$ cat src/rtl/lzss_rgb_pkg.sv
// Shared constants, codes and structures of the LZSS RGB pixel decompressor.
`default_nettype none

package lzss_rgb_pkg;

	localparam int HIST_PIXELS = 4096;
	localparam int HIST_AW     = $clog2(HIST_PIXELS);
	localparam int CNT_W       = 25;
	localparam int PIXEL_W     = 24;
	localparam int CMDQ_DEPTH  = 4;
	localparam int CMDQ_AW     = $clog2(CMDQ_DEPTH);
	localparam int RESQ_DEPTH  = 4;
	localparam int RESQ_AW     = $clog2(RESQ_DEPTH);

	// Register indexes on the configuration port.
	localparam logic REG_PIXEL_TOTAL   = 1'b0;
	localparam logic REG_SOURCE_LENGTH = 1'b1;

	// Command kinds passed from the parser to the pixel engine.
	localparam logic [1:0] KIND_LIT  = 2'd0;
	localparam logic [1:0] KIND_COPY = 2'd1;
	localparam logic [1:0] KIND_BAD  = 2'd2;

	typedef struct packed {
		logic [CNT_W-1:0] pixel_total;
		logic [CNT_W-1:0] source_length;
	} cfg_t;

	typedef struct packed {
		logic [1:0]         kind;
		logic [PIXEL_W-1:0] pixel;
		logic [11:0]        dist_m1;
		logic [3:0]         len_m1;
		logic               done;
	} cmd_t;

	typedef struct packed {
		logic [PIXEL_W-1:0] pixel;
		logic               last;
		logic               bad;
		logic               done;
	} result_t;

endpackage

`default_nettype wire

$ cat src/rtl/lzss_rgb_front.sv
// Stream parser: takes code bytes, tracks flags and tokens, and issues pixel commands.
`default_nettype none

module lzss_rgb_front (
	input  wire                 clk,
	input  wire                 arst_n,
	input  lzss_rgb_pkg::cfg_t  cfg,
	input  wire                 push,
	input  wire  [7:0]          code_byte,
	input  wire                 cmd_full,
	output logic                cmd_wr,
	output lzss_rgb_pkg::cmd_t  cmd_data
);

	localparam logic [1:0] PH_START = 2'd0;
	localparam logic [1:0] PH_LIT1  = 2'd1;
	localparam logic [1:0] PH_LIT2  = 2'd2;
	localparam logic [1:0] PH_REF1  = 2'd3;

	logic [1:0]                       phase_q, phase_d;
	logic [7:0]                       flag_q, flag_d;
	logic [3:0]                       left_q, left_d;
	logic [7:0]                       held_lo_q, held_lo_d;
	logic [7:0]                       held_hi_q, held_hi_d;
	logic [lzss_rgb_pkg::CNT_W-1:0]   bytes_q, bytes_d;
	logic [lzss_rgb_pkg::CNT_W-1:0]   pix_q, pix_d;
	logic                             err_q, err_d;

	logic                             accept;
	logic [15:0]                      word;
	logic [12:0]                      ref_dist;
	logic [4:0]                       len;
	logic [lzss_rgb_pkg::CNT_W:0]     room;
	logic [4:0]                       eff;
	logic [lzss_rgb_pkg::CNT_W-1:0]   pix_lit;
	logic [lzss_rgb_pkg::CNT_W-1:0]   pix_copy;

	assign accept   = push && !cmd_full;
	assign word     = {code_byte, held_lo_q};
	assign ref_dist = {1'b0, word[15:4]} + 13'd1;
	assign len      = {1'b0, word[3:0]} + 5'd1;
	assign room     = {1'b0, cfg.pixel_total} - {1'b0, pix_q};
	assign pix_lit  = pix_q + 25'd1;
	assign pix_copy = pix_q + {20'd0, eff};

	// A negative room means the total was lowered below the count: no clipping then.
	always_comb begin
		if (!room[lzss_rgb_pkg::CNT_W] &&
		    (room[lzss_rgb_pkg::CNT_W-1:0] < {20'd0, len})) begin
			eff = room[4:0];
		end else begin
			eff = len;
		end
	end

	always_comb begin
		phase_d   = phase_q;
		flag_d    = flag_q;
		left_d    = left_q;
		held_lo_d = held_lo_q;
		held_hi_d = held_hi_q;
		bytes_d   = bytes_q;
		pix_d     = pix_q;
		err_d     = err_q;
		cmd_wr    = 1'b0;
		cmd_data  = '0;
		if (accept) begin
			if (err_q) begin
				cmd_wr        = 1'b1;
				cmd_data.kind = lzss_rgb_pkg::KIND_BAD;
			end else if ((bytes_q < cfg.source_length) &&
			             !((phase_q == PH_START) && (pix_q >= cfg.pixel_total))) begin
				bytes_d = bytes_q + 25'd1;
				unique case (phase_q)
					PH_START: begin
						if (left_q == 4'd0) begin
							flag_d = code_byte;
							left_d = 4'd8;
						end else begin
							held_lo_d = code_byte;
							phase_d   = flag_q[7] ? PH_LIT1 : PH_REF1;
						end
					end
					PH_LIT1: begin
						held_hi_d = code_byte;
						phase_d   = PH_LIT2;
					end
					PH_LIT2: begin
						cmd_wr         = 1'b1;
						cmd_data.kind  = lzss_rgb_pkg::KIND_LIT;
						cmd_data.pixel = {code_byte, held_hi_q, held_lo_q};
						cmd_data.done  = (pix_lit == cfg.pixel_total);
						pix_d          = pix_lit;
						flag_d         = {flag_q[6:0], 1'b0};
						left_d         = left_q - 4'd1;
						phase_d        = PH_START;
					end
					PH_REF1: begin
						if ({12'd0, ref_dist} > pix_q) begin
							cmd_wr        = 1'b1;
							cmd_data.kind = lzss_rgb_pkg::KIND_BAD;
							err_d         = 1'b1;
						end else begin
							// A copy clipped to nothing still closes the token.
							cmd_wr           = (eff != 5'd0);
							cmd_data.kind    = lzss_rgb_pkg::KIND_COPY;
							cmd_data.dist_m1 = word[15:4];
							cmd_data.len_m1  = 4'(eff - 5'd1);
							cmd_data.done    = (pix_copy == cfg.pixel_total);
							pix_d            = pix_copy;
							flag_d           = {flag_q[6:0], 1'b0};
							left_d           = left_q - 4'd1;
							phase_d          = PH_START;
						end
					end
					default: phase_d = PH_START;
				endcase
			end
		end
	end

	always_ff @(posedge clk or negedge arst_n) begin
		if (!arst_n) begin
			phase_q   <= PH_START;
			flag_q    <= '0;
			left_q    <= '0;
			held_lo_q <= '0;
			held_hi_q <= '0;
			bytes_q   <= '0;
			pix_q     <= '0;
			err_q     <= 1'b0;
		end else begin
			phase_q   <= phase_d;
			flag_q    <= flag_d;
			left_q    <= left_d;
			held_lo_q <= held_lo_d;
			held_hi_q <= held_hi_d;
			bytes_q   <= bytes_d;
			pix_q     <= pix_d;
			err_q     <= err_d;
		end
	end

endmodule

`default_nettype wire

$ cat config.mk
export PLATFORM = sky130hd
export DESIGN_NAME = lzss_rgb_front
export DESIGN_NICKNAME = d
export VERILOG_FILES = /design/src/rtl/lzss_rgb_pkg.sv /design/src/rtl/lzss_rgb_front.sv
export SDC_FILE = /design/constraint.sdc
export NUM_CORES = 1
export LEC_CHECK = 0
export ABC_AREA = 1
export BUFFER_PORTS_ARGS = -buffer_cell sky130_fd_sc_hd__buf_2
export CORE_ASPECT_RATIO = 1.1
export CORE_MARGIN = 4
export CORE_UTILIZATION = 50
export CTS_BUF_LIST = sky130_fd_sc_hd__clkbuf_16
export DETAILED_ROUTE_END_ITERATION = 7
export PLACE_DENSITY = 0.7
export SYNTH_ARGS = -nofsm -noshare
export SYNTH_HDL_FRONTEND = slang
export SYNTH_SLANG_ARGS = --single-unit
$ cat constraint.sdc
create_clock -name clk -period 10.16 [get_ports clk]
set_input_delay 2.032 -clock clk [delete_from_list [all_inputs] [get_ports clk]]
set_output_delay 2.032 -clock clk [all_outputs]
set_load 0.05 [all_outputs]
==> impl_summary.log, run 1 <==
INFO  metric outcome = complete, no violations
INFO  metric route.detailed.vias_per_inst = 5.43
INFO  metric path_clk_slew = 0.06 ns
INFO  metric finalMaxSlewViolations = 0
INFO  metric gp_congestion = 1.01
INFO  metric drive_above_1_share = 11.5%
INFO  metric num_antenna_cells = 0
INFO  metric clock_path_buffers = 2
INFO  metric postCtsResizedCells = 0
INFO  metric type_of_the_setup_path_with_the_least_slack = in -> out
INFO  metric finalWirelength = 31100 µm
INFO  metric synth.mux.area_fraction = 0%
INFO  metric fraction_of_registers_with_async_set_reset = 100%
INFO  metric synthAdderAreaFrac = 10.6%
INFO  metric yosys_warnings = 0
INFO  metric hold_path.startpoint = held_hi_q[1]
INFO  metric drv_cap = 0
INFO  metric postLayoutCoreUtil = 56.9%
INFO  metric cts_post_setup_buffers_inserted = 0
INFO  metric synthDominantAreaCellType = dfrtp_1
INFO  metric port-buffer-count = 105
INFO  metric reg2reg_from = pix_q[0]
INFO  metric reg2reg_setup_slack = 4.84 ns
INFO  metric grt_setup_unrepaired = false
INFO  metric globalRouteMet3Util = 5.06%
INFO  metric vdd.ir_drop.worst = 76.6 µV
INFO  metric num_io_pins = 106
INFO  metric data_arrival_time_of_the_worst_path = 7.45 ns
INFO  metric wl_per_cell = 16.6 µm
INFO  metric busiest_layer = met2
INFO  metric finalNetCount = 1760
INFO  metric die-area = 21500 µm²
INFO  metric vias = 10100
INFO  metric yosys-top-cells-count = nand2_1, inv_1, nor2_1
INFO  metric drt_pre_antenna_iters = 5
INFO  metric area_after_detailed_placement = 10300 µm²
INFO  metric compound_cell_area_share_of_the_yosys_netlist = 11.0%
INFO  metric critPathCaptureType = output port
INFO  metric layout_worst_path_cycle_share = 93.4%
INFO  metric cts_buffers = 9
INFO  metric max_slew_margin = 28.0%
INFO  metric critical_path.reg2reg.endpoint = pix_q[12]
INFO  metric pin_count_of_the_biggest_net_entering_global_routing = 63
INFO  metric finClkSkew = 0.0132 ns
INFO  metric post_route_drc_violation_count = 0
INFO  metric syn-mean-instance-area = 6.30 µm²
INFO  metric std_cell_rows = 52
INFO  metric layout-area-overhead-vs-synth = 10.7%
INFO  metric tritoncts = done
INFO  metric final_design_area_no_fill = 10600 µm²
INFO  metric timing_worst_slew_pin_value = 1.08 ns
INFO  metric cp_slowest_cell = fa_1
INFO  metric synthMostInstantiatedCell = nand2_1
INFO  metric timing.final.setup_violations = 0
INFO  metric required_time_of_the_critical_path = 8.13 ns
INFO  metric synthSimpleGateAreaFrac = 38.1%
INFO  metric reg2regPathDepth = 29
INFO  metric post_synth_edffs = 0
INFO  metric drt_iter0_drc = 663
INFO  metric cts_hold_repair.buffers = 0
INFO  metric endpoint = cmd_data[0]
INFO  metric track_usage = 28.7%
INFO  metric achievable-frequency = 0.105 GHz
INFO  metric worst_hold_slack = 0.495 ns
INFO  metric crit_path_start_kind = input pin
INFO  metric latest_clock_arrival_within_the_worst_skew_pair = 0.36 ns
INFO  metric crit_path_frequent_cell = nand2_1
INFO  metric number_of_sinks_handled_by_clock_tree_synthesis = 81
INFO  metric wire_length_of_the_first_global_routing_pass = 50000 µm
INFO  metric yosys.area_share.xor_xnor = 8.57%
INFO  metric grtUsageMet2 = 46.6%
INFO  metric die_width = 140 µm
INFO  metric timing.setup.tns = 0 ns
INFO  metric gr-total-overflow = 0
INFO  metric ys_ff_latch = 81
INFO  metric cts_max_level = 3
INFO  metric coreArea = 18700 µm²
INFO  metric proportion_of_synthesized_chip_area_in_sequential_cells = 21.1%
INFO  metric total_half_perimeter_wirelength_after_legalization_and_detailed_placement = 25000 µm
INFO  metric route.antenna.remaining_nets = 0
INFO  metric area_fraction_of_the_dominant_cell_type_after_synthesis = 21.1%
INFO  metric postSynthCellCount = 1526
INFO  metric initial_core_util = 51.4%
INFO  metric power = 0.783 mW
INFO  metric largest_family_of_logic_cells_by_synthesized_area = simple AND/OR/NAND/NOR gates
INFO  metric min_path_type = reg -> reg
INFO  metric fin_crit = 9.49 ns
INFO  metric yosysUniqueCellTypes = 51
INFO  metric synth_nets = 1668
INFO  metric timing_hold_violations_final = 0
INFO  metric cts.root.buffer_cell = clkbuf_16
INFO  metric die_y = 153 µm
INFO  metric cpPeakStageDelay = 0.45 ns
INFO  metric synthTopCellsByArea = dfrtp_1, nand2_1, ha_1
INFO  metric postSynth.topFlopCell = dfrtp_1
INFO  metric power_dens_cells = 73.6 nW/µm²
INFO  metric cp_max_fo = 6
INFO  metric globalRouteMet1Util = 37.7%
INFO  metric source_of_the_critical_timing_path = cfg[25]
INFO  metric first_global_vias = 9716
INFO  metric synthesis.area = 9610 µm²
INFO  metric power_leakage = 5.76 nW
INFO  metric antenna_found_initial = 1
layer usage:
layer | vias up | routed length, µm
li1 | 5118 | -
met1 | 4581 | 13700
met2 | 339 | 14200
met3 | 84 | 2010
met4 | 2 | 1240
met5 | - | 7
cells by family (layout without fill, tap and decap cells):
logic type      count (synthesis)  count (layout)
compound gates                191             191
simple gates                  817             817
xor+xnor                       94              94
buf+inv                       263             360
fa+ha+maj                      80              80
flops                          81              81
worst max-delay path, delay by kind of cell:
family | cells | cell delay, ns
compound gates | 1 | 0.26
buf+inv | 6 | 0.77
fa+ha+maj | 5 | 1.52
simple gates | 23 | 2.52
xor+xnor | 2 | 0.35
flip-flops by register name (all words and copies together), names as in the netlist:
signal,count
err_q,1
phase_q,2
pix_q,25
flag_q,8
left_q,4
held_hi_q,8
held_lo_q,8
bytes_q,25
how the worst min path moves through the flow:
stage                    to  slack, ns  cells after the start
4_1_cts        held_hi_q[0]       0.49                      2
6_report       held_hi_q[1]       0.50                      2
3_3_place_gp   held_hi_q[4]       0.47                      2
5_1_grt        held_hi_q[0]       0.52                      2
3_5_place_dp   held_hi_q[0]       0.48                      2
2_1_floorplan  held_hi_q[0]       0.45                      2
cell type report:
type	count	area, µm²
clock buffers	9	225
clock inverters	7	77.6
fillers	1916	8040
inverters	235	885
multi-input cells	1182	6550
flip-flops and latches	81	2030
well taps	243	304
repair buffers	109	558
placed cells by master, fill, tap and decap left out, types with 4 or more instances in the layout:
master     synthesis  final
nand2_1          430    430
inv_1            227    227
nor2_1           140    140
buf_2             11    104
o21ai_0           83     83
dfrtp_1           81     81
nand3_1           80     80
xor2_1            78     78
ha_1              78     78
a21oi_1           53     53
nor3_1            48     48
nand4_1           47     47
o21ai_1           17     17
xnor2_1           16     16
o211ai_1          16     16
nand2_2           12     12
nor3_2            12     12
nor4_1            12     12
clkbuf_16          0      9
or2_2              7      7
nor2_2             6      6
inv_2              5      5
nor2_4             5      5
buf_4              2      5
nand3_2            4      4
nand3b_1           4      4
o22ai_1            4      4
through the flow:
stage          cells  setup slack (ns)
2_1_floorplan   1526              1.32
4_1_cts         1866             0.733
6_report        1866             0.674
3_5_place_dp    1850             0.747
5_1_grt         1866             0.115
3_3_place_gp    1850             0.968
where the power goes:
| part | leakage, nW | internal [mW] | switching [mW] |
|---|---|---|---|
| combinational | 4.70 | 0.0352 | 0.0672 |
| sequential | 0.917 | 0.324 | 0.00247 |
| clock | 0.142 | 0.194 | 0.161 |
Power figures use the tool's default switching activity.
==> run 2: changes to the inputs <==
--- a/config.mk
+++ b/config.mk
@@ -12,7 +12,7 @@
 export CORE_UTILIZATION = 50
 export CTS_BUF_LIST = sky130_fd_sc_hd__clkbuf_16
 export DETAILED_ROUTE_END_ITERATION = 7
-export PLACE_DENSITY = 0.7
+export PLACE_DENSITY = 0.68
 export SYNTH_ARGS = -nofsm -noshare
 export SYNTH_HDL_FRONTEND = slang
 export SYNTH_SLANG_ARGS = --single-unit
==> constraint.sdc (replaced) <==
create_clock -name clk -period 9.16 [get_ports clk]
set_input_delay 1.832 -clock clk [delete_from_list [all_inputs] [get_ports clk]]
set_output_delay 1.832 -clock clk [all_outputs]
set_load 0.05 [all_outputs]
==> impl_summary.log, run 2 (synthesized netlist as in run 1, its figures left out) <==
INFO  metric num_antenna_cells = 0 (unchanged)
INFO  metric coreArea = 18700 µm² (unchanged)
INFO  metric data_arrival_time_of_the_worst_path = 6.96 ns (-0.49 ns)
INFO  metric type_of_the_setup_path_with_the_least_slack = in -> out
INFO  metric crit_path_start_kind = input pin
INFO  metric most_frequent_cells_in_the_layout = nand2_1, inv_1, nor2_1, buf_2, o21ai_0
INFO  metric layout-area-overhead-vs-synth = 11.4%
INFO  metric finClkSkew = 0.0146 ns (+0.00146 ns)
INFO  metric finalMaxSlewViolations = 0 (unchanged)
INFO  metric drive_above_1_share = 12.3% (+0.82 points)
INFO  metric finalNetCount = 1765 (+0.28%)
INFO  metric wire_length_of_the_first_global_routing_pass = 48700 µm (-2.7%)
INFO  metric initial_core_util = 51.4% (unchanged)
INFO  metric vdd.ir_drop.worst = 92.5 µV (+21%)
INFO  metric critical_path.reg2reg.endpoint = pix_q[23]
INFO  metric power = 0.863 mW (+10%)
INFO  metric layout_worst_path_cycle_share = 96.0%
INFO  metric route.detailed.vias_per_inst = 5.45 (+0.44%)
INFO  metric antenna_found_initial = 1 (unchanged)
INFO  metric std_cell_rows = 52 (unchanged)
INFO  metric tritoncts = done
INFO  metric power_dens_cells = 80.6 nW/µm² (+9.4%)
INFO  metric critPathCaptureType = output port
INFO  metric hold_path.startpoint = held_hi_q[4]
INFO  metric total_half_perimeter_wirelength_after_legalization_and_detailed_placement = 24700 µm (-1.3%)
INFO  metric cts_buffers = 9 (unchanged)
INFO  metric required_time_of_the_critical_path = 7.33 ns (-0.80 ns)
INFO  metric endpoint = cmd_data[0]
INFO  metric die_y = 153 µm (unchanged)
INFO  metric min_path_type = reg -> reg
INFO  metric grt_setup_unrepaired = false
INFO  metric outcome = complete, no violations
INFO  metric max_slew_margin = 29.7% (+1.8 points)
INFO  metric cts_max_level = 3 (unchanged)
INFO  metric timing_hold_violations_final = 0 (unchanged)
INFO  metric die_width = 140 µm (unchanged)
INFO  metric cp_max_fo = 6 (unchanged)
INFO  metric number_of_sinks_handled_by_clock_tree_synthesis = 81 (unchanged)
INFO  metric first_global_vias = 9420 (-3.0%)
INFO  metric wl_per_cell = 16.5 µm (-0.83%)
INFO  metric achievable-frequency = 0.114 GHz
INFO  metric timing.setup.tns = 0 ns (unchanged)
INFO  metric drv_cap = 0 (unchanged)
INFO  metric cts_hold_repair.buffers = 0 (unchanged)
INFO  metric reg2reg_from = pix_q[0]
INFO  metric reg2reg_setup_slack = 4.16 ns (-0.68 ns)
INFO  metric vias = 10200 (+0.71%)
INFO  metric port-buffer-count = 105 (unchanged)
INFO  metric drt_iter0_drc = 742 (+12%)
INFO  metric num_io_pins = 106 (unchanged)
INFO  metric timing.final.setup_violations = 0 (unchanged)
INFO  metric path_clk_slew = 0.07 ns (about the same)
INFO  metric latest_clock_arrival_within_the_worst_skew_pair = 0.36 ns (about the same)
INFO  metric gr-total-overflow = 0 (unchanged)
INFO  metric cpPeakStageDelay = 0.39 ns (-0.06 ns)
INFO  metric track_usage = 28.1% (-0.51 points)
INFO  metric source_of_the_critical_timing_path = cfg[25]
INFO  metric num-fill-cells = 1876 (-2.1%)
INFO  metric finalWirelength = 30900 µm (-0.56%)
INFO  metric clock_path_buffers = 2 (unchanged)
INFO  metric power_leakage = 5.78 nW (+0.46%)
INFO  metric drt_pre_antenna_iters = 5 (unchanged)
INFO  metric cp_slowest_cell = fa_2
INFO  metric reg2regPathDepth = 27 (-6.9%)
INFO  metric cts.root.buffer_cell = clkbuf_16
INFO  metric post_route_drc_violation_count = 0 (unchanged)
INFO  metric timing_worst_slew_pin_value = 1.05 ns (-0.0262 ns)
INFO  metric gp_congestion = 0.978 (-3.2%)
INFO  metric pin_count_of_the_biggest_net_entering_global_routing = 71 (+13%)
INFO  metric layout_top_registers = bytes_q (25), pix_q (25)
INFO  metric fin_crit = 8.79 ns
INFO  metric die-area = 21500 µm² (unchanged)
INFO  metric route.antenna.remaining_nets = 0 (unchanged)
INFO  metric most_common_cell_after_layout_fill_and_taps_aside = nand2_1
-- run 2: changes by cell type in the layout (fill, tap and decap cells not counted), moves of 2 or more --
cell	change
buf_4	+5
fa_1	-2
fa_2	+2
inv_8	+2
nor2_1	-2
nor2_2	+2
-- run 2: per-stage QoR --
step / instances / area, µm² / worst slack (ns) / util (%) / hold WS (ns)
detailed placement: 1851 / 10300 / 0.182 / 55.3 / 0.480
global route: 1871 / 10700 / 0.00465 / 57.3 / 0.532
floorplan: 1526 / 9610 / 0.716 / - / 0.453
CTS: 1867 / 10600 / 0.165 / 56.9 / 0.497
global placement: 1851 / 10300 / 0.359 / 55.3 / 0.469
finish: 1871 / 10700 / 0.369 / 57.3 / 0.492
-- run 2: critical path, delay by kind of cell --
kind / cells / cell delay (ns)
compound gates: 2 / 0.32
xor+xnor: 3 / 0.61
fa+ha+maj: 4 / 1.21
buf+inv: 5 / 0.61
simple gates: 19 / 2.38
-- run 2: repair_timing --
| item | in CTS | in global routing |
|---|---|---|
| gates resized for setup | 0 | 12 |
| setup buffers | 0 | 4 |
| endpoints found under the setup margin | 0 | 1 |
-- run 2: power by group --
group | total, mW | internal [mW] | switching (mW) | leakage [nW]
Sequential | 0.362 | 0.359 | 0.00272 | 0.917
Combinational | 0.114 | 0.0391 | 0.0746 | 4.73
Clock | 0.387 | 0.194 | 0.194 | 0.141
Total | 0.863 | 0.592 | 0.271 | 5.78
-- run 2: final cells by class --
| type | count | area (µm²) | area share, % |
|---|---|---|---|
| flip-flops and latches | 81 | 2030 | 18.9 |
| clock inverters | 7 | 73.8 | 0.689 |
| clock buffers | 9 | 225 | 2.10 |
| multi-input cells | 1182 | 6590 | 61.6 |
| inverters | 235 | 885 | 8.26 |
| well taps | 243 | 304 | 2.84 |
| repair buffers | 114 | 602 | 5.62 |
-- run 2: how the worst min path moves through the flow --
stage                     slack, ns            to  cells after the start
after floorplan                0.45  held_hi_q[0]                      2
after global placement         0.47  held_hi_q[4]                      2
after detailed placement       0.48  held_hi_q[4]                      2
after CTS                      0.50  held_hi_q[4]                      2
after global routing           0.53  held_hi_q[5]                      2
final                          0.49  held_hi_q[4]                      2
-- run 2: routing by layer --
layer,track usage [%],up-vias,wire [µm],part of all wire [%]
met5,0,-,8,0.026
met4,11.5,2,1360,4.4
met3,4.88,89,2150,7.0
met2,45.8,354,14100,45
met1,36.9,4618,13300,43
li1,-,5133,-,-
