## config.mk

```make
export PLATFORM = sky130hd
export DESIGN_NAME = lzss_rgb_cmdq
export DESIGN_NICKNAME = d
export VERILOG_FILES = /design/src/rtl/lzss_rgb_pkg.sv /design/src/rtl/lzss_rgb_cmdq.sv
export SDC_FILE = /design/constraint.sdc
export NUM_CORES = 1
export LEC_CHECK = 0
export BUFFER_PORTS_ARGS = -buffer_cell sky130_fd_sc_hd__buf_2
export CAP_MARGIN = 20
export CORE_MARGIN = 2
export CORE_UTILIZATION = 55
export DETAILED_ROUTE_END_ITERATION = 8
export GPL_TIMING_DRIVEN = 0
export HOLD_SLACK_MARGIN = 0.15
export PLACE_DENSITY_LB_ADDON = 0.05
export SYNTH_ARGS = -nofsm -noshare
export SYNTH_HDL_FRONTEND = slang
export SYNTH_SLANG_ARGS = --single-unit
```

## constraint.sdc

```tcl
create_clock -name clk -period 6.5 [get_ports clk]
set_input_delay 0.65 -clock clk [delete_from_list [all_inputs] [get_ports clk]]
set_output_delay 0.65 -clock clk [all_outputs]
set_load 0.1 [all_outputs]
```

## src/rtl/lzss_rgb_pkg.sv

```systemverilog
// Shared constants, codes and structures of the LZSS RGB pixel decompressor.
`default_nettype none

package lzss_rgb_pkg;

	localparam int HIST_PIXELS = 4096;
	localparam int HIST_AW     = $clog2(HIST_PIXELS);
	localparam int CNT_W       = 25;
	localparam int PIXEL_W     = 24;
	localparam int CMDQ_DEPTH  = 4;
	localparam int CMDQ_AW     = $clog2(CMDQ_DEPTH);
	localparam int RESQ_DEPTH  = 4;
	localparam int RESQ_AW     = $clog2(RESQ_DEPTH);

	// Register indexes on the configuration port.
	localparam logic REG_PIXEL_TOTAL   = 1'b0;
	localparam logic REG_SOURCE_LENGTH = 1'b1;

	// Command kinds passed from the parser to the pixel engine.
	localparam logic [1:0] KIND_LIT  = 2'd0;
	localparam logic [1:0] KIND_COPY = 2'd1;
	localparam logic [1:0] KIND_BAD  = 2'd2;

	typedef struct packed {
		logic [CNT_W-1:0] pixel_total;
		logic [CNT_W-1:0] source_length;
	} cfg_t;

	typedef struct packed {
		logic [1:0]         kind;
		logic [PIXEL_W-1:0] pixel;
		logic [11:0]        dist_m1;
		logic [3:0]         len_m1;
		logic               done;
	} cmd_t;

	typedef struct packed {
		logic [PIXEL_W-1:0] pixel;
		logic               last;
		logic               bad;
		logic               done;
	} result_t;

endpackage

`default_nettype wire

```

## src/rtl/lzss_rgb_cmdq.sv

```systemverilog
// Short command queue between the stream parser and the pixel engine.
`default_nettype none

module lzss_rgb_cmdq (
	input  wire                 clk,
	input  wire                 arst_n,
	input  wire                 wr_en,
	input  lzss_rgb_pkg::cmd_t  wr_data,
	output logic                full,
	output logic                rd_valid,
	input  wire                 rd_en,
	output lzss_rgb_pkg::cmd_t  rd_data
);

	lzss_rgb_pkg::cmd_t                  entry_q [lzss_rgb_pkg::CMDQ_DEPTH];
	logic [lzss_rgb_pkg::CMDQ_AW-1:0]    wptr_q;
	logic [lzss_rgb_pkg::CMDQ_AW-1:0]    rptr_q;
	logic [lzss_rgb_pkg::CMDQ_AW:0]      count_q;
	logic                                do_wr;
	logic                                do_rd;

	assign full     = (count_q == (lzss_rgb_pkg::CMDQ_AW+1)'(lzss_rgb_pkg::CMDQ_DEPTH));
	assign rd_valid = (count_q != '0);
	assign do_wr    = wr_en && !full;
	assign do_rd    = rd_en && rd_valid;
	assign rd_data  = entry_q[rptr_q];

	always_ff @(posedge clk) begin
		if (do_wr) begin
			entry_q[wptr_q] <= wr_data;
		end
	end

	always_ff @(posedge clk or negedge arst_n) begin
		if (!arst_n) begin
			wptr_q  <= '0;
			rptr_q  <= '0;
			count_q <= '0;
		end else begin
			if (do_wr) begin
				wptr_q <= wptr_q + 1'b1;
			end
			if (do_rd) begin
				rptr_q <= rptr_q + 1'b1;
			end
			case ({do_wr, do_rd})
				2'b10:   count_q <= count_q + 1'b1;
				2'b01:   count_q <= count_q - 1'b1;
				default: count_q <= count_q;
			endcase
		end
	end

endmodule

`default_nettype wire

```

==> metrics.md, run 1 <==
| Metric | Value |
|---|---|
| Avg WL per Cell | 19.8 um |
| FF-to-FF setup slack | 4.48 ns |
| Vias in the first global route | 3109 |
| DRC Markers | 0 |
| Core area | 12000 um^2 |
| Worst path required time | 5.85 ns |
| Outcome | complete, no violations |
| Worst-margin pin slew | 0.584 ns |
| Slew HR | 61.1% |
| Synthesized cell area | 6690 um^2 |
| Effective utilization at floorplan | 55.9% |
| Clock Tree Root | clkbuf_16 |
| Area growth syn-to-layout | 18.7% |
| Hold path depth | 1 |
| Max Cap Viol | 0 |
| Synth area leader | edfxtp_1 |
| Most Crowded Layer GR | met2 |
| Dpl ws | 4.27 ns |
| H-tree Lvls | 4 |
| Initial antenna violation count | 0 |
| Syn Nets | 315 |
| Sequential area share after synthesis | 79.8% |
| GPL Wtd Cong | 0.677 |
| Worst Hold End | entry_q[2][30] |
| Vias | 2937 |
| Seq. cell area | 5340 um^2 |
| Met3 usage | under 10% |
| EDFF count, synth | between 150 and 200 |
| First-pass GRT wire length | approximately 17000 um |
| Dominant synthesized flop cell | edfxtp_1 |
| Final net count | between 400 and 500 |
| Via-per-instance ratio | 5.47 |
| Unique masters post-synth | 21 |
| CP max stage delay | 0.51 ns |
| Multi-input logic area | 1220 um^2 |
| Crit path buf inv count | 3 |
| Crit-path leading delay family | buffers and inverters |
| Max-slew violation count | 0 |
| Fin. Hold Viols | 0 |
| ANT nets after route | 0 |
| Period minus WS final | 2.60 ns |
| Area contributors post-synth | edfxtp_1 (77%), mux4_2 (13%), dfrtp_1 (2.6%) |
| Setup TNS | 0 ns |
| Worst-Skew Late Latency | around 0.42 ns |
| Cell total after placement | ~500 |
| Synth async-reset ratio | 3.91% |
| Type of the tightest min-delay check | primary input to flop |
| I/O pins | 92 |
| TritonCTS clock tree | done |
| CP Class | flop to output pin |
| Clk sinks | 179 |
| Worst setup SP type | flop |
| Top cells by count, synth | edfxtp_1 (172), mux4_2 (38), dfrtp_1 (7), inv_1 (6) |
| Finished Layout Cells | 537 |
| Endpoints failing setup | 0 |
| Final Cycle Share | 40.0% |
| Largest net degree at the start of global routing | 33 |
| Hold wc startpoint | wr_data[30] |
| Routed Wire Length | 10600 um |
| Setup crit end kind | output pin |
| Initial DRC Count | 185 |
| 1st-pass router iterations | 4 |
| F_max | 384 MHz |
| Die Area | 13100 um^2 |
| FP Rows | 40 |
| Fill cells | around 800 |
| Post-synth top area share | 77.2% |
| Worst Setup Slack, final | 3.90 ns |
| CP max FO | 10 |
| Final core occ | 66.4% |
| TritonCTS Buffers | 17 |
| IO Port Bufs | 91 |
| Crit-path slowest cell | mux4_2 |
| DIE HEIGHT | 114 um |
| Hold buffers post-CTS | 1 |
| Post-Syn Instances | 262 |
| Proportion of layout cells with a drive suffix above 1 | 43.8% |
| Skew final | around 0.0070 ns |
| Met1 Use GR | 22.5% |
| Cts repair resizes | 0 |
| Post-CTS Setup Bufs | 0 |
| CP Cell Sequence | buf_6, buf_12, mux4_2, buf_2 |
| Grt ovf | 0 |
| DP Wirelength | 6710 um |
| Crit path DAT | 1.95 ns |
| Met2 Usage GRT | 29.4% |
| Reg2Reg Capture Point | entry_q[0][14] |
| RSZ-0062 raised after global routing | false |
| R2R cell count | 4 |
| Synth warnings | 0 |
| Maximum clock path buffer count | 2 |
| Die span in x | 114 um |
| ANT cells | 0 |
| GRT Resource Usage Total | 18.0% |
| Syn Area/Cell | about 26 um^2 |
| Most frequent cell after synthesis | edfxtp_1 |
| Clock slew at reported path FFs | roughly 0.060 ns |
| FF-to-FF Start | count_q[2] |
| Seq cells post-synth | 179 |
metal layers:
metal / up-vias / wire (um) / part of all wire (%)
met3: 13 / 510 / 4.8
met4: 0 / 150 / 1.4
met2: 73 / 5650 / 53
li1: 1342 / - / -
met1: 1509 / 4300 / 41
met5: - / 0 / 0
worst max path at each step:
stage	cells past startpoint	endpoint	from	slack [ns]
2_1_floorplan	9	count_q[2]	count_q[0]	3.45
3_3_place_gp	3	entry_q[0][30]	wr_en	3.18
3_5_place_dp	4	entry_q[0][19]	wr_en	4.27
4_1_cts	4	rd_data[17]	rptr_q[0]	3.86
5_1_grt	4	rd_data[38]	rptr_q[1]	3.80
6_report	4	rd_data[23]	rptr_q[0]	3.90
per-stage QoR:
step / area (um^2) / hold slack, ns
2_1_floorplan: 6690 / 0.354
3_3_place_gp: 7330 / 0.483
3_5_place_dp: 7420 / 0.492
4_1_cts: 7940 / 0.420
5_1_grt: 7940 / 0.434
6_report: 7940 / 0.440
worst register-to-register path: cells and delay by family, from the launching register on:
| family | cells | cell delay (ns) |
|---|---|---|
| flip-flops | 1 | 0.41 |
| AND/OR/NAND/NOR | 3 | 1.01 |
| buffers and inverters | 1 | 0.28 |
placed cells by master (no fill, tap or decap), drive strengths merged, types with 3 or more instances in the layout:
cell    count
ha          5
and2        4
xor2        3
buf       105
inv         6
dfrtp       7
clkbuf     25
edfxtp    172
mux4       43
clkinv      5
xnor2       3
area by class of cell:
type | count | area share [%]
Sequential cell | 179 | 67.3
Multi-Input combinational cell | 67 | 15.3
Timing Repair Buffer | 96 | 6.87
Clock buffer | 25 | 5.74
Tap cell | 147 | 2.32
Buffer | 10 | 1.47
Clock inverter | 7 | 0.741
Inverter | 6 | 0.284
cells by family (layout without fill, tap and decap cells):
group	after synthesis	in the layout	share of synthesized area, %
flops	179	179	79.8
xor+xnor	6	6	0.785
buf+inv	16	144	2.08
fa+ha+maj	6	6	1.23
simple gates	9	9	0.897
mux	45	45	15.1
compound gates	1	1	0.131
registers in the layout, summed over array words and instances (netlist names):
name,flops
entry_q,172
count_q,3
rptr_q,2
wptr_q,2
Power of run 1 is not shown: default switching activity piles up to over one toggle a cycle in this logic, so the estimate is an artifact.
==> inputs of run 2 (changes only) <==
- ABC_AREA: unset -> 1
- CORE_UTILIZATION: 55 -> 52
- clock period: 6.5 -> 2.3 ns (I/O delays scaled with it)
==> run 2 against run 1 <==
Net effect: global-route usage rose by 3.6 points; final cell count rose by 70%; clock-buffer cell count fell by 8; clock skew barely moved; final area rose by 17%; routed wire length rose by 43%; via count rose by 57%; setup slack got worse by 3.8 ns; synthesized cell count rose by 110%; sequential cell count did not move; critical path type unchanged; critical endpoint is now rd_data[0].
==> metrics.md, run 2 <==
| Metric | Value |
|---|---|
| Outcome | complete, no violations (unchanged) |
| F_max | 460 MHz |
| Clock Tree Root | clkbuf_16 (unchanged) |
| ANT cells | 0 (unchanged) |
| Skew final | 0.00671 ns (was 0.00701 ns) |
| RSZ-0062 raised after global routing | false (unchanged) |
| Synthesized cell area | 7340 um^2 (was 6690 um^2) |
| Worst setup SP type | flop (unchanged) |
| IO Port Bufs | 91 (unchanged) |
| Worst path required time | 2.07 ns (was 5.85 ns) |
| Maximum clock path buffer count | 2 (unchanged) |
| Proportion of layout cells with a drive suffix above 1 | 22.6% (was 43.8%) |
| Seq cells post-synth | 179 (unchanged) |
| Commonest non-fill, non-tap cell in the layout | edfxtp_1 (unchanged) |
| Unique masters post-synth | 17 (was 21) |
| CP max FO | 10 (unchanged) |
| Post-synth top area share | 70.3% (was 77.2%) |
| Most frequent cells in the layout | edfxtp_1 (172), nand2_1 (146), inv_1 (100) (was edfxtp_1 (172), buf_2 (96), mux4_2 (38)) |
| DRC Markers | 0 (unchanged) |
| Initial DRC Count | 269 (was 185) |
| Worst-Skew Late Latency | 0.42 ns (about the same) |
| Via-per-instance ratio | 5.03 (was 5.47) |
| Synth warnings | 0 (unchanged) |
| Type of the tightest min-delay check | primary input to asynchronous set/reset pin (was primary input to flop) |
| H-tree Lvls | 4 (unchanged) |
| Final Cycle Share | 94.5% |
| Max FFs per register | 172 (unchanged) |
| Largest net degree at the start of global routing | 26 (was 33) |
| Slew HR | 40.4% (was 61.1%) |
| Area growth syn-to-layout | 26.0% (was 18.7%) |
| DP Wirelength | 9320 um (was 6710 um) |
| Die Area | 15100 um^2 (was 13100 um^2) |
| Vias | 4601 (was 2937) |
| Crit-path slowest cell | buf_2 (was mux4_2) |
| Die span in x | 123 um (was 114 um) |
| Clock slew at reported path FFs | 0.07 ns (was 0.06 ns) |
| FF-to-FF Start | count_q[0] (was count_q[2]) |
| Period minus WS final | about 2.2 ns |
| Avg WL per Cell | 16.6 um (was 19.8 um) |
| CP Class | flop to output pin (unchanged) |
| Setup crit end kind | output pin (unchanged) |
| Dominant synthesized flop cell | edfxtp_1 (unchanged) |
| GPL Wtd Cong | 0.715 (was 0.677) |
| Initial antenna violation count | 0 (unchanged) |
| Routed Wire Length | 15200 um (was 10600 um) |
| Effective utilization at floorplan | 53.1% (was 55.9%) |
| R2R cell count | 5 (was 4) |
| TritonCTS clock tree | done (unchanged) |
| Main combinational cell family by area after synthesis | compound AO/OA/AOI/OAI gates (was multiplexers) |
| Fill cells | 1012 (was 795) |
| Sequential area share after synthesis | 72.7% (was 79.8%) |
| Fin. Hold Viols | 0 (unchanged) |
| GRT Resource Usage Total | 21.6% (was 18.0%) |
| Post-Synth XOR/XNOR Area | 0.119% (was 0.785%) |
| Crit path DAT | 1.94 ns (was 1.95 ns) |
| ANT nets after route | 0 (unchanged) |
| Syn Nets | 615 (was 315) |
| CP Cell Sequence | inv_2, buf_6, buf_6, o211ai_1, nand2_1, buf_2 (was buf_6, buf_12, mux4_2, buf_2) |
| Critical path origin | rptr_q[0] (unchanged) |
| Post-Synth Simple-Gate Area | 8.28% (was 0.898%) |
| CP max stage delay | 0.44 ns (was 0.51 ns) |
| DIE HEIGHT | 123 um (was 114 um) |
| Adder-Cell Fraction of Synth Area | 1.12% (was 1.23%) |
| I/O pins | 92 (unchanged) |
| Worst-margin pin slew | 0.891 ns (was 0.584 ns) |
| Final core occ | 66.9% (was 66.4%) |
| EDFF count, synth | 172 (unchanged) |
| Syn Area/Cell | 13.1 um^2 (was 25.5 um^2) |
| Post-Syn Instances | 562 (was 262) |
| Endpoints failing setup | 0 (unchanged) |
| Grt ovf | 0 (unchanged) |
| TritonCTS Buffers | 17 (unchanged) |
| FP Rows | 43 (was 40) |
| Largest reg by FF count | entry_q (unchanged) |
| Most frequent cell after synthesis | edfxtp_1 (unchanged) |
| Most frequent cell on the critical path | buf_6 |
| Core area | 13800 um^2 (was 12000 um^2) |
| Clk sinks | 179 (unchanged) |
| Top cells by count, synth | edfxtp_1 (172), nand2_1 (147), inv_1 (100), o211ai_1 (82), buf_6 (18) (was edfxtp_1 (172), mux4_2 (38), dfrtp_1 (7), inv_1 (6)) |
| First-pass GRT wire length | 23600 um (was 16500 um) |
| Synth async-reset ratio | 3.91% (unchanged) |
| Final net count | 775 (was 430) |
| Max-slew violation count | 0 (unchanged) |
| Area contributors post-synth | edfxtp_1 (70%), o211ai_1 (8.4%), nand2_1 (7.5%) (was edfxtp_1 (77%), mux4_2 (13%), dfrtp_1 (2.6%)) |
| Complex-gate fraction of the synthesized area | 9.13% (was 0.131%) |
| Synth area leader | edfxtp_1 (unchanged) |
| 1st-pass router iterations | 4 (unchanged) |
| Biggest regs | entry_q x172, count_q x3 (unchanged) |
| Vias in the first global route | 4711 (was 3109) |
| Portion of netlist area occupied by mux cells | 0% (was 15.1%) |
| Max Cap Viol | 0 (unchanged) |
[run 2: cell type report]
type	instances	area (um^2)	share of cell area [%]
well taps	180	225	2.43
clock buffers	17	425	4.60
multi-input cells	253	1400	15.2
clock inverters	15	108	1.16
plain buffers	28	263	2.84
repair buffers	141	1110	12.0
flip-flops and latches	179	5340	57.7
inverters	102	383	4.14
[run 2: timing repair]
action,in CTS,in global routing
setup endpoints to repair,15,127
setup buffers,0,0
gates resized for setup,15,38
hold buffers,46,0
hold endpoints to repair,183,0
[run 2: final timing paths]
kind	endpoint	slack [ns]
worst max-delay path	rd_data[0]	0.13
worst min-delay path	wptr_q[0]	0.17
worst max register to register	entry_q[3][28]	0.21
worst min register to register	count_q[0]	0.47
max in group asynchronous	rptr_q[1]	1.97
min in group clk	count_q[0]	0.47
[run 2: kinds of logic (layout without fill, tap and decap cells)]
group	after synthesis	count (layout)
buffers and inverters	130	303
DFF	179	179
xor gates and xnor gates	1	1
AOI/OAI and AO/OA	87	87
and+or+nand+nor	159	159
adders and majority gates	6	6
[run 2: layer usage]
metal,up-vias,track usage (%),part of all wire [%]
met3,16,6.04,5.4
met1,2200,27.1,44
met5,-,0,0
li1,2265,-,-
met4,0,6.82,1.2
met2,120,36.5,50
[run 2: worst max-delay path, delay by kind of cell (launching register included)]
family          cells  cell delay, ns
flops               1            0.41
compound gates      1            0.10
simple gates        1            0.13
buf+inv             4            0.87
[run 2: per-stage QoR]
stage | instances | hold slack [ns] | TNS [ns] | instance area, um^2 | setup WS [ns]
after floorplan | 562 | -0.0656 | -113.79 | 7340 | -0.659
after global placement | 833 | 0.0747 | -397.13 | 8030 | -2.37
after detailed placement | 837 | 0.0791 | 0 | 8140 | 0.0245
after CTS | 915 | 0.151 | 0 | 9170 | 0.00180
after global routing | 915 | 0.180 | 0 | 9250 | 0.00930
final | 915 | 0.165 | 0 | 9250 | 0.127
Power of run 2 is left out for the same reason.
==> inputs of run 3 (changes only) <==
==> constraint.sdc (replaced) <==
create_clock -name clk -period 2.3 [get_ports clk]
set_input_delay 0.23 -clock clk [delete_from_list [all_inputs] [get_ports clk]]
set_output_delay 0.23 -clock clk [all_outputs]
set_load 0.005 [all_outputs]
==> run 3 against run 2 <==
Net effect: final cell count did not move; register-to-register slack hardly changed; first-iteration DRC count shrank 1.5%; setup slack gained 0.080 ns; final area fell by 1.2%.
==> metrics.md, run 3 (synthesis results as in run 2) <==
| Metric | Value |
|---|---|
| Type of the tightest min-delay check | primary input to asynchronous set/reset pin (unchanged) |
| I/O pins | 92 (unchanged) |
| R2R cell count | 5 (unchanged) |
| Dpl ws | 0.0245 ns (unchanged) |
| RSZ-0062 raised after global routing | false (unchanged) |
| Clock Tree Root | clkbuf_16 (unchanged) |
| Worst-margin pin slew | 0.888 ns (was 0.891 ns) |
| Final Cycle Share | 91.0% (was 94.5%) |
| Worst Setup Slack, final | 0.207 ns (was 0.127 ns) |
| Skew final | 0.00649 ns (was 0.00671 ns) |
| Fill cells | 1021 (was 1012) |
| Vias | 4582 (was 4601) |
| Proportion of layout cells with a drive suffix above 1 | 22.4% (was 22.6%) |
| Period minus WS final | 2.09 ns (was 2.17 ns) |
| Setup crit end kind | flop (was output pin) |
| Die Area | 15100 um^2 (unchanged) |
| Max Cap Viol | 0 (unchanged) |
| Peak VDD IR | roughly 720 uV |
| Initial DRC Count | 265 (was 269) |
| FF-to-FF setup slack | 0.21 ns (about the same) |
| Slew HR | 40.7% (was 40.4%) |
| Core area | 13800 um^2 (unchanged) |
| Routed Wire Length | 15100 um (was 15200 um) |
| Maximum clock path buffer count | 2 (unchanged) |
| ANT cells | 0 (unchanged) |
| Worst setup SP type | flop (unchanged) |
| FF-to-FF Start | count_q[0] (unchanged) |
| IO Port Bufs | 91 (unchanged) |
| Vias in the first global route | 4692 (was 4711) |
| GPL Wtd Cong | 0.715 (unchanged) |
| TritonCTS clock tree | done (unchanged) |
| Worst-Skew Late Latency | 0.42 ns (about the same) |
| GRT Resource Usage Total | 21.6% (about the same) |
| Final core occ | 66.1% (was 66.9%) |
| Hold slack | 0.165 ns (about the same) |
| DP Wirelength | 9320 um (unchanged) |
| Post-CTS Setup Bufs | 0 (unchanged) |
| Static Leak | ~3.8 nW |
| TritonCTS Buffers | 17 (unchanged) |
| Critical path origin | count_q[0] (was rptr_q[0]) |
| FP Rows | 43 (unchanged) |
| Grt ovf | 0 (unchanged) |
| PD cells | 1210 nW/um^2 |
| Commonest non-fill, non-tap cell in the layout | edfxtp_1 (unchanged) |
| Met1 WL | 6670 um (about the same) |
| Final net count | 775 (unchanged) |
| Finished Layout Cells | 915 (unchanged) |
| Most frequent cells in the layout | edfxtp_1 (172), nand2_1 (146), inv_1 (100), buf_2 (100), o211ai_1 (82) (was edfxtp_1 (172), nand2_1 (146), inv_1 (100)) |
| ANT nets after route | 0 (unchanged) |
| F_max | 478 MHz (was 460 MHz) |
| Highest routed layer | met4 (unchanged) |
| H-tree Lvls | 4 (unchanged) |
| Outcome | complete, no violations (unchanged) |
| CP max FO | 25 (was 10) |
| Multi-input logic area | 1400 um^2 (unchanged) |
| First-pass GRT wire length | 23600 um (about the same) |
| Setup TNS | 0 ns (unchanged) |
| Seq. cell area | 5340 um^2 (unchanged) |
| Met3 Wirelength | 739 um (was 822 um) |
| Die span in x | 123 um (unchanged) |
| Via-per-instance ratio | 5.01 (was 5.03) |
| Initial antenna violation count | 0 (unchanged) |
| Clk sinks | 179 (unchanged) |
| Crit path DAT | 2.22 ns (was 1.94 ns) |
| Largest reg by FF count | entry_q (unchanged) |
| Effective utilization at floorplan | 53.1% (unchanged) |
| 1st-pass router iterations | 4 (unchanged) |
| Biggest regs | entry_q x172, count_q x3 (unchanged) |
| Max-slew violation count | 0 (unchanged) |
| Endpoints failing setup | 0 (unchanged) |
| Clock slew at reported path FFs | 0.07 ns (about the same) |
| Max FFs per register | 172 (unchanged) |
| Avg WL per Cell | 16.5 um (was 16.6 um) |
| Area growth syn-to-layout | 24.4% (was 26.0%) |
| Reg2Reg Capture Point | entry_q[3][31] (was entry_q[3][28]) |
| Fin. Hold Viols | 0 (unchanged) |
| Worst path required time | 2.43 ns (was 2.07 ns) |
| Largest net degree at the start of global routing | 26 (unchanged) |
| DRC Markers | 0 (unchanged) |
| Cell total after placement | 837 (unchanged) |
| Routed length on met2 | 7550 um (about the same) |
| CP Class | flop to flop (was flop to output pin) |
| DIE HEIGHT | 123 um (unchanged) |
## run 3: worst max-delay path by stage
stage,end,slack [ns]
after floorplan,entry_q[0][0],-0.66
after global placement,entry_q[0][24],-2.37
after detailed placement,entry_q[3][30],0.02
after CTS,entry_q[3][31],0.002
after global routing,entry_q[3][29],0.03
final,entry_q[3][31],0.21
## run 3: routing by layer
layer / GRT usage, % / up-vias
li1: - / 2262
met1: 27.3 / 2188
met2: 36.3 / 116
met3: 5.81 / 16
met4: 6.90 / 0
met5: 0 / -
## run 3: report_power, final
group	switching [W]	internal, W	leakage (nW)
clock	0.00122	0.00139	0.256
sequential	0.000161	0.00429	1.66
combinational	0.00245	0.00156	1.87
## run 3: critical path: stages (launching register included)
cell and delay [ns]:
dfrtp_1 0.36, inv_1 0.09, nand3_1 0.15, nand2_2 0.20, nor2_4 0.72, buf_16 0.26
## run 3: repair_timing
action,in CTS,in global routing
resized for setup,0,1
endpoints found under the hold margin,183,0
endpoints found under the setup margin,0,88
hold buffers,46,0
## run 3: area by class of cell
class	instances	area share, %
timing repair buffer	141	11.0
sequential	179	58.4
inverter	102	4.19
buffer	28	2.75
tap	180	2.46
clock buffer	17	4.65
multi-input combinational	253	15.3
clock inverter	15	1.18
## run 3: per-stage QoR
stage | total power [W] | cell area (um^2)
6_report | 0.0111 | 9140
5_1_grt | 0.0118 | 9140
4_1_cts | 0.0112 | 9140
3_5_place_dp | 0.00854 | 8140
3_3_place_gp | 0.00838 | 8030
2_1_floorplan | 0.00691 | 7340
No activity file was read; power rests on OpenSTA's default activity.
